===== config.mk =====
export PLATFORM = sky130hd
export DESIGN_NAME = vta_iter
export DESIGN_NICKNAME = d
export VERILOG_FILES = /design/src/design/vta_pkg.sv /design/src/design/vta_iter.sv
export SDC_FILE = /design/constraint.sdc
export NUM_CORES = 1
export LEC_CHECK = 0
export ABC_AREA = 0
export BUFFER_PORTS_ARGS = -buffer_cell sky130_fd_sc_hd__buf_2
export CORE_UTILIZATION = 50
export CTS_BUF_LIST = sky130_fd_sc_hd__clkbuf_8
export DETAILED_ROUTE_END_ITERATION = 8
export HOLD_SLACK_MARGIN = 0.12
export PLACE_DENSITY = 0.76
export SLEW_MARGIN = 40
export SYNTH_ARGS = -nofsm -noshare
export SYNTH_HDL_FRONTEND = slang
export SYNTH_SLANG_ARGS = --single-unit
export TNS_END_PERCENT = 50

===== constraint.sdc =====
create_clock -name clk -period 5.05 [get_ports clk]
set_input_delay 1.01 -clock clk [delete_from_list [all_inputs] [get_ports clk]]
set_output_delay 1.01 -clock clk [all_outputs]
set_load 0.02 [all_outputs]

===== src/design/vta_pkg.sv =====
// ----------------------------------------------------------------------------
// vta_pkg
// Shared types and constants of the vertex tangent accumulator: the request
// modes and the request and response of the iterative divide / square root
// unit.
// ----------------------------------------------------------------------------
package vta_pkg;

    localparam int INDEX_W          = 10;
    localparam int MAX_VERTICES_DEF = 1024;

    // request modes
    localparam logic [1:0] MODE_LOAD = 2'd0;
    localparam logic [1:0] MODE_TRI  = 2'd1;
    localparam logic [1:0] MODE_READ = 2'd2;
    localparam logic [1:0] MODE_NONE = 2'd3;

    // iterative unit sizes
    localparam int RAD_W      = 62;           // radicand, also holds the dividend
    localparam int DVS_W      = 34;           // divisor
    localparam int QUO_W      = 51;           // quotient / root
    localparam int REM_W      = DVS_W + 1;    // partial remainder
    localparam int DIV_STEPS  = QUO_W;
    localparam int SQRT_STEPS = RAD_W / 2;
    localparam int CNT_W      = $clog2(DIV_STEPS);

    typedef enum logic {
        ITER_DIV,
        ITER_SQRT
    } iter_op_t;

    typedef struct packed {
        logic             start;
        iter_op_t         op;
        logic [RAD_W-1:0] x;
        logic [DVS_W-1:0] d;
    } iter_req_t;

    typedef struct packed {
        logic             busy;
        logic             done;
        logic [QUO_W-1:0] q;
    } iter_rsp_t;

endpackage


===== src/design/vta_iter.sv =====
// ----------------------------------------------------------------------------
// vta_iter
// Shared shift-subtract unit: unsigned restoring division, one quotient bit
// per cycle, or floor integer square root, one root bit per cycle.
// ----------------------------------------------------------------------------
module vta_iter
    import vta_pkg::*;
(
    input  logic      clk,
    input  logic      rst_n,
    input  iter_req_t req,
    output iter_rsp_t rsp
);

    logic             busy_reg;
    logic             done_reg;
    logic [CNT_W-1:0] cnt_reg;
    iter_op_t         op_reg;
    logic [RAD_W-1:0] x_reg;
    logic [DVS_W-1:0] d_reg;
    logic [REM_W-1:0] rem_reg;
    logic [QUO_W-1:0] q_reg;

    logic [REM_W-1:0] rem_sh;
    logic [REM_W-1:0] trial;
    logic [RAD_W-1:0] x_sh;
    logic [REM_W:0]   diff;
    logic             fit;
    logic [REM_W-1:0] rem_step;
    logic [QUO_W-1:0] q_step;

    // one subtractor serves both operations
    always_comb
    begin
        if (op_reg == ITER_DIV)
        begin
            rem_sh = {rem_reg[REM_W-2:0], x_reg[QUO_W-1]};
            trial  = {1'b0, d_reg};
            x_sh   = {x_reg[RAD_W-2:0], 1'b0};
        end
        else
        begin
            rem_sh = {rem_reg[REM_W-3:0], x_reg[RAD_W-1 -: 2]};
            trial  = REM_W'({q_reg[SQRT_STEPS-1:0], 2'b01});
            x_sh   = {x_reg[RAD_W-3:0], 2'b00};
        end
        diff     = {1'b0, rem_sh} - {1'b0, trial};
        fit      = !diff[REM_W];
        rem_step = fit ? diff[REM_W-1:0] : rem_sh;
        q_step   = {q_reg[QUO_W-2:0], fit};
    end

    always_ff @(posedge clk or negedge rst_n)
    begin
        if (!rst_n)
        begin
            busy_reg <= 1'b0;
            done_reg <= 1'b0;
            cnt_reg  <= '0;
        end
        else
        begin
            done_reg <= 1'b0;
            if (req.start)
            begin
                busy_reg <= 1'b1;
                cnt_reg  <= (req.op == ITER_DIV) ? CNT_W'(DIV_STEPS - 1)
                                                 : CNT_W'(SQRT_STEPS - 1);
            end
            else if (busy_reg)
            begin
                cnt_reg <= cnt_reg - 1'b1;
                if (cnt_reg == '0)
                begin
                    busy_reg <= 1'b0;
                    done_reg <= 1'b1;
                end
            end
        end
    end

    always_ff @(posedge clk)
    begin
        if (req.start)
        begin
            op_reg  <= req.op;
            x_reg   <= req.x;
            d_reg   <= req.d;
            rem_reg <= '0;
            q_reg   <= '0;
        end
        else if (busy_reg)
        begin
            x_reg   <= x_sh;
            rem_reg <= rem_step;
            q_reg   <= q_step;
        end
    end

    assign rsp.busy = busy_reg;
    assign rsp.done = done_reg;
    assign rsp.q    = q_reg;

endmodule


* After elaboration in Yosys (flattened, before gate mapping)
Cells that the tools add are included.
** Word-level totals
- Bits in registers :: 190
- Bits of input ports :: 100
- Output and inout bits :: 53
- Logic and storage cells :: 28
** Operators by class
- Add/sub/neg operators :: 2
- Mux-type cells :: 15
- Reductions and logical operators :: 3
** Operator list (count)
- two-way mux 62 bit :: 3
- two-way mux 34 bit :: 2
- subtractor 35 x 34 -> 36 bit :: 1
- two-way mux 35 bit :: 1
- two-way mux 6 bit :: 3
- zero test 6 bit :: 1
- two-way mux 1 bit :: 6
- subtractor 6 x 1 -> 6 bit (second input constant) :: 1
- nonzero test 2 bit :: 1
- zero test 1 bit :: 1

* Longest topological paths before layout
Gate-level depths: netlist (run 1).
- Depth in word-level cells :: 4
- Gate-level depth with buffers :: 17
- Gate-level depth less buffers :: 13

* Least setup slack after synthesis (run 1)
Ideal clock, no wire load.
- Path kind :: register to register
- Start :: reg op_reg
- End :: reg rem_reg[1]
- Library setup time :: 117 ps
- Arrival :: 3997 ps
- Required time :: 4933 ps
- Setup slack :: 936 ps
- Stages on the path, launching flop included :: 18
- Buffers on the path :: 7
- Period minus slack after synthesis :: 4114 ps
- Cell sequence :: edfxtp_1 > clkbuf_1 > clkbuf_1 > clkbuf_1 > buf_1 > mux2i_1 > ha_1 > buf_2 > a21o_1 > a21o_1 > a21oi_1 > o21ai_0 > a221oi_4 > and3_1 > buf_4 > buf_6 > nand2_1 > a32o_1
** On the way
- Cells in the longest elaborated chain, start to end :: 3
- Elaborated cells on any way between the ends :: 4
- Those cells by class :: add/sub: 1; mux: 3
** Ends and longest elaborated chain
- start, declared :: RTL line vta_iter.sv:18 : iter_op_t op_reg;
- start signal, assigned :: RTL line vta_iter.sv:86 : op_reg <= req.op;
- two-way mux 35 bit / two-way mux 34 bit (equally long branches) :: RTL line vta_iter.sv:35 : if (op_reg == ITER_DIV)
- subtractor 35 x 34 -> 36 bit :: RTL line vta_iter.sv:47 : diff = {1'b0, rem_sh} - {1'b0, trial};
- two-way mux 34 bit (*) :: RTL line vta_iter.sv:49 : rem_step = fit ? diff[REM_W-1:0] : rem_sh;
- end signal, assigned :: RTL line vta_iter.sv:95 : rem_reg <= rem_step;
- end, declared :: RTL line vta_iter.sv:21 : logic [REM_W-1:0] rem_reg;
Every way passes the cells marked *; elsewhere a longest branch is shown, timed or not.
A chain may end at the register's enable or synchronous reset.

* Worst setup path in the final report (run 1)
- Start :: reg op_reg
- End :: reg rem_reg[3]
The elaborated chain is that of the path after synthesis.

==> summary.md, run 1 <==
| Metric | Value |
|---|---|
| Number of synthesized flops with an enable pin | `97` |
| Hold buffers post-CTS | `0` |
| Final slew viol count | `0` |
| Clk sinks | `190` |
| Max clock buf depth | `2` |
| Asr flop ratio synth | `4.21%` |
| Slowest CP cell | `mux2_2` |
| Starting Density | `51.1%` |
| Mean Syn Cell Area | `10.2 µm²` |
| FILL cells | `1758` |
| Gate Count Post-Synth | `1012` |
| First-pass GRT wire length | `36600 µm` |
| Crit. End Element | `flip-flop` |
| Die H | `146 µm` |
| CTS H-tree lvls | `4` |
| Tcrit/Tclk final | `76.2%` |
| Initial DRC count | `533` |
| Routability cong. | `0.909` |
| # diodes | `0` |
| Register area share after synthesis | `46.5%` |
| Total track usage | `21.1%` |
| Endpoints failing hold | `0` |
| CTS tree | `done` |
| Largest net degree at the start of global routing | `113` |
| Total vias in the final route | `7749` |
| Worst skew pair latency | `480 ps` |
| Synth area leaders | `edfxtp_1 (28%), dfxtp_1 (16%), mux2i_1 (14%), nand2_1 (4.8%), ha_1 (4.4%)` |
| Setup Buffers After CTS | `0` |
| Crit Reg-Reg Startpoint | `op_reg` |
| Worst-path clk slew | `110 ps` |
| Share of layout cells above drive strength 1 | `21.9%` |
| Power consumption | `5110 µW` |
| Post-Route WL | `22000 µm` |
| Reg-to-reg slack, setup | `1200 ps` |
| Clk_skew | `14.2 ps` |
| Critical path class | `reg -> reg` |
| Avg WL per Cell | `15.6 µm` |
| Mapped cell area | `10300 µm²` |
| CTS buffer count | `17` |
| Layout Nets | `1263` |
| Critical-path cell list | `buf_12, mux2_2, ha_1, nand4_1, nor2_1, nand3_1, nor2_1, o2111ai_1, and3_1, buf_4, o31a_1, a211oi_1` |
| Peak VDD IR | `0.201 mV` |
| Antenna violations before repair | `0` |
| PortBufs | `152` |
| Top cells by count, synth | `mux2i_1 (145), nand2_1 (132), edfxtp_1 (97), nor2_1 (97), dfxtp_1 (85)` |
| Worst EP arrival | `4240 ps` |
| Die area | `21300 µm²` |
| Synth top area share | `28.2%` |
| Worst slew pin tran | `795 ps` |
| Hold Path Class | `in -> async` |
| Final setup fails | `0` |
| Hpwl dp | `15000 µm` |
| Yosys warning count | `0` |
| Die width | `146 µm` |
| Delay of the slowest cell on the worst path | `420 ps` |
| # DRC | `0` |
| Worst r2r dst | `rem_reg[3]` |
| Cell taking the most area after synthesis | `edfxtp_1` |
| Max reg flops | `62` |
| Power per cell area | `436 nW/µm²` |
| Critical path startpoint category | `flip-flop` |
| # IOs | `153` |
| Worst endpoint required time | `5440 ps` |
| Flop and latch count out of synthesis | `190` |
| Area Growth Syn to Fin | `13.1%` |
| Most frequent cell after synthesis | `mux2i_1` |
| Post-route antenna net violation count | `0` |
| Final setup TNS | `0 ps` |
| Outcome | `finished clean` |
| Critical path's most frequent cell | `nor2_1` |
| Synth cell types | `59` |
| Root Buffer | `clkbuf_8` |
| Max Fclk | `0.260 GHz` |
| Row Count | `52` |
| Core Region | `20200 µm²` |
| Leak pwr | `0.00548 µW` |
| Vias per Instance | `5.50` |
| Post-Syn Nets | `1149` |
| Vias in the first global route | `7253` |
| Tmin final | `3850 ps` |
| CP Max Fanout | `64` |
| Unrepaired setup endpoints after global routing | `false` |
| Worst R2R Path Depth | `12` |
| Router iterations before antenna repair | `5` |
| MaxCap Viol Count | `0` |
| CTS resizes | `0` |
| Post-synth top flop | `edfxtp_1` |
| Slew Limit Headroom | `47.0%` |
| Grt total ovfl | `0` |
metrics by stage:
| step | cell area [µm²] | worst slack, ps | util, % | cells | hold slack (ps) |
|---|---|---|---|---|---|
| 2_1_floorplan | 10300 | 936 | - | 1012 | 434 |
| 3_3_place_gp | 11300 | 1350 | 55.7 | 1377 | 445 |
| 3_5_place_dp | 11300 | 1270 | 55.7 | 1377 | 459 |
| 4_1_cts | 11700 | 1230 | 57.8 | 1409 | 324 |
| 5_1_grt | 11700 | 1020 | 57.8 | 1409 | 336 |
| 6_report | 11700 | 1200 | 57.8 | 1409 | 354 |
critical path: cells and delay by family, from the launching register on:
family          cells  cell delay, ps
buf+inv             2             560
mux                 1             420
fa+ha+maj           1             400
simple gates        5            1040
compound gates      3             800
flops               1             410
worst max path at each step:
stage,start,cells past startpoint,slack [ps],to
after floorplan,op_reg,17,940,rem_reg[1]
after global placement,op_reg,14,1350,rem_reg[11]
after detailed placement,op_reg,13,1270,rem_reg[11]
after CTS,op_reg,12,1230,rem_reg[3]
after global routing,op_reg,13,1020,rem_reg[11]
final,op_reg,12,1200,rem_reg[3]
per-layer routing:
layer  part of all wire, %  global-route usage, %  up-vias
met5                     0                      0        -
met3                   5.0                   3.73       18
met2                    44                   32.9      201
met1                    50                   30.2     3611
li1                      -                      -     3919
met4                   1.0                   5.58        0
cell usage in the layout (no fill, tap or decap), drive strengths merged, types with 9 or more instances in the layout:
cell / n
a21o: 13
a21oi: 33
a311oi: 20
buf: 163
clkbuf: 17
dfxtp: 85
edfxtp: 97
ha: 36
inv: 23
mux2: 30
mux2i: 145
nand2: 132
nand2b: 10
nand3: 12
nor2: 97
nor2b: 9
o21ai: 85
xnor2: 16
xor2: 17
kinds of logic after synthesis:
group / after synthesis / share of synthesized area [%]
fa+ha+maj: 37 / 4.55
xor+xnor: 33 / 2.79
simple gates: 289 / 11.9
flops: 190 / 46.5
compound gates: 207 / 13.7
buf+inv: 81 / 3.24
mux: 175 / 17.3
power by group:
group | switching, µW | total [µW] | internal (µW)
Clock | 633 | 1060 | 428
Combinational | 1210 | 2110 | 907
Sequential | 114 | 1930 | 1820
Total | 1950 | 5110 | 3150
cell type report:
| type | instances | area [µm²] | share of cell area [%] |
|---|---|---|---|
| clock buffers | 17 | 234 | 2.00 |
| clock inverters | 15 | 188 | 1.60 |
| inverters | 13 | 51.3 | 0.439 |
| multi-input cells | 741 | 5200 | 44.4 |
| flip-flops and latches | 190 | 4820 | 41.2 |
| well taps | 270 | 338 | 2.89 |
| repair buffers | 163 | 870 | 7.43 |
Note: power is estimated with default switching activity, not from simulation.
==> run 2, diff against run 1 <==
Settings changed: ABC_AREA 0 to 1.
Clock period 5.05 ns to 3.7 ns, I/O delays scaled along.
==> run 2 against run 1 <==
Effect of this change: critical path depth grew 6; sequential share of layout area shrank 2.9 points; maximum frequency grew 19%; combinational power grew 60%; sequential power grew 38%; cell count grew 41%.
==> summary.md, run 2 <==
| Metric | Value |
|---|---|
| Outcome | `finished clean` |
| Endpoints failing hold | `0` |
| Antenna violations before repair | `2` |
| Synth cell types | `41` |
| Final setup fails | `0` |
| Hold buffers post-CTS | `1` |
| CTS resizes | `0` |
| Worst R2R Path Depth | `18` |
| Synth top area share | `26.2%` |
| Final Non-Filler Cells | `1993` |
| Total track usage | `27.6%` |
| Root Buffer | `clkbuf_8` |
| Worst Setup SP | `op_reg` |
| Asr flop ratio synth | `4.21%` |
| Routability cong. | `0.963` |
| Row Count | `54` |
| Router iterations before antenna repair | `5` |
| First-pass GRT wire length | `49000 µm` |
| Unrepaired setup endpoints after global routing | `false` |
| Fin area | `12600 µm²` |
| Initial DRC count | `757` |
| Yosys warning count | `0` |
| Starting Density | `50.9%` |
| CTS H-tree lvls | `4` |
| Final setup TNS | `0 ps` |
| Vias in the first global route | `9761` |
| Commonest cells after routing, fill and taps aside | `nand2_1 (521), inv_1 (231), buf_2 (151)` |
| Max Fclk | `0.309 GHz` |
| Peak VDD IR | `0.274 mV` |
| Max reg flops | `62` |
| Area Growth Syn to Fin | `13.1%` |
| PortBufs | `152` |
| Avg WL per Cell | `15.3 µm` |
| Register area share after synthesis | `43.3%` |
| Die width | `151 µm` |
| Critical path startpoint category | `flip-flop` |
| Worst skew pair latency | `470 ps` |
| Setup Buffers After CTS | `0` |
| Top cells by count, synth | `nand2_1 (521), inv_1 (231), a21oi_1 (141)` |
| Vias per Instance | `5.30` |
| # DRC | `0` |
| Number of synthesized flops with an enable pin | `97` |
| CP Max Fanout | `28` |
| Mean Syn Cell Area | `7.05 µm²` |
| Tmin final | `3230 ps` |
| Clk_skew | `23.8 ps` |
| Cell taking the most area after synthesis | `edfxtp_1` |
| Final slew viol count | `0` |
| Max clock buf depth | `2` |
| Share of layout cells above drive strength 1 | `13.1%` |
| Worst Hold Path Cells | `1` |
| Tcrit/Tclk final | `87.4%` |
| # IOs | `153` |
| Critical hold path startpoint | `req[17]` |
| Power per cell area | `598 nW/µm²` |
| Crit. End Element | `flip-flop` |
| FILL cells | `2072` |
| Die area | `22800 µm²` |
| Post-route antenna net violation count | `0` |
| Layout Nets | `1836` |
| Reg-to-reg slack, setup | `470 ps` |
| Power consumption | `7520 µW` |
| Core Region | `21800 µm²` |
| Largest net degree at the start of global routing | `85` |
| Worst slew pin tran | `734 ps` |
| Worst endpoint required time | `4060 ps` |
| Worst EP arrival | `3590 ps` |
| Worst-path clk slew | `110 ps` |
| CTS buffer count | `17` |
| Worst r2r dst | `rem_reg[4]` |
| Grt total ovfl | `0` |
| Post-Route WL | `30500 µm` |
| Flop and latch count out of synthesis | `190` |
| Die H | `151 µm` |
| Mapped cell area | `11100 µm²` |
| Critical path class | `reg -> reg` |
| Worst Hold Endpoint | `d_reg[17]` |
| Post-DP Area | `12100 µm²` |
| Total vias in the final route | `10600` |
| MaxCap Viol Count | `0` |
| Most frequent cell after synthesis | `nand2_1` |
| Gate Count Post-Synth | `1576` |
| Post-synth top flop | `edfxtp_1` |
| Synth area leaders | `edfxtp_1 (26%), nand2_1 (18%), dfxtp_1 (15%), inv_1 (7.8%), a21oi_1 (6.3%)` |
| CTS tree | `done` |
| Hold Path Class | `in -> reg` |
| Leak pwr | `0.00629 µW` |
| Hpwl dp | `22700 µm` |
| Most common cell after layout, fill and taps aside | `nand2_1` |
| Slew Limit Headroom | `51.0%` |
| Post-Syn Nets | `1713` |
| Clk sinks | `190` |
| Crit Reg-Reg Startpoint | `op_reg` |
| Cells after DPL | `1959` |
| Hold slack | `436 ps` |
## run 2: area by class of cell
| type | instances | area [µm²] | share of cell area, % |
|---|---|---|---|
| multi-input cells | 1083 | 5130 | 40.8 |
| flip-flops and latches | 190 | 4810 | 38.3 |
| repair buffers | 173 | 965 | 7.67 |
| inverters | 234 | 883 | 7.02 |
| well taps | 280 | 350 | 2.79 |
| clock buffers | 17 | 234 | 1.86 |
| clock inverters | 15 | 199 | 1.58 |
| diodes | 1 | 2.50 | 0.0199 |
## run 2: critical path, stage by stage (launching register included)
cell      delay, ps
edfxtp_1        430
inv_2           120
buf_4           240
or2_2           290
o21ai_0         100
inv_1            70
ha_1            370
nand2_1         120
nor2_2          170
nand2_1         110
nor2_1          110
nand2_1          80
nand3_2         100
nand2_2          70
nand2_4         280
buf_4           230
nand2_1          70
nand3_1          70
o21ai_1          60
## run 2: layer usage
metal	vias up	GRT usage, %	wire [µm]
met5	-	0	0
met4	0	6.90	582
met3	44	6.30	2540
met2	407	43.6	14000
met1	4803	38.0	13400
li1	5300	-	-
## run 2: kinds of logic (layout without fill, tap and decap cells)
family | count (synthesis) | in the layout | share of synthesized area [%]
xor+xnor | 18 | 18 | 1.42
flops | 190 | 190 | 43.3
other cells | 0 | 1 | 0
simple gates | 752 | 752 | 27.2
compound gates | 276 | 276 | 13.2
fa+ha+maj | 37 | 37 | 4.23
buf+inv | 303 | 439 | 10.6
## run 2: worst max-delay path by stage
stage                              to  depth (start not counted)
final                      rem_reg[4]                         18
after CTS                  rem_reg[4]                         18
after detailed placement   rem_reg[4]                         18
after global routing      rem_reg[32]                         19
after global placement     rem_reg[4]                         17
after floorplan              x_reg[0]                          3
## run 2: through the flow
| stage | util [%] | setup slack [ps] |
|---|---|---|
| 3_5_place_dp | 55.6 | 511 |
| 5_1_grt | 57.6 | 201 |
| 4_1_cts | 57.6 | 506 |
| 2_1_floorplan | - | 448 |
| 6_report | 57.6 | 465 |
| 3_3_place_gp | 55.6 | 611 |
## run 2: report_power, final
part           leakage [µW]  total [µW]  internal (µW)  switching, µW
Sequential          0.00177        2670           2500            166
Clock              0.000223        1480            641            841
Combinational       0.00430        3370           1130           2240
Total               0.00629        7520           4270           3250
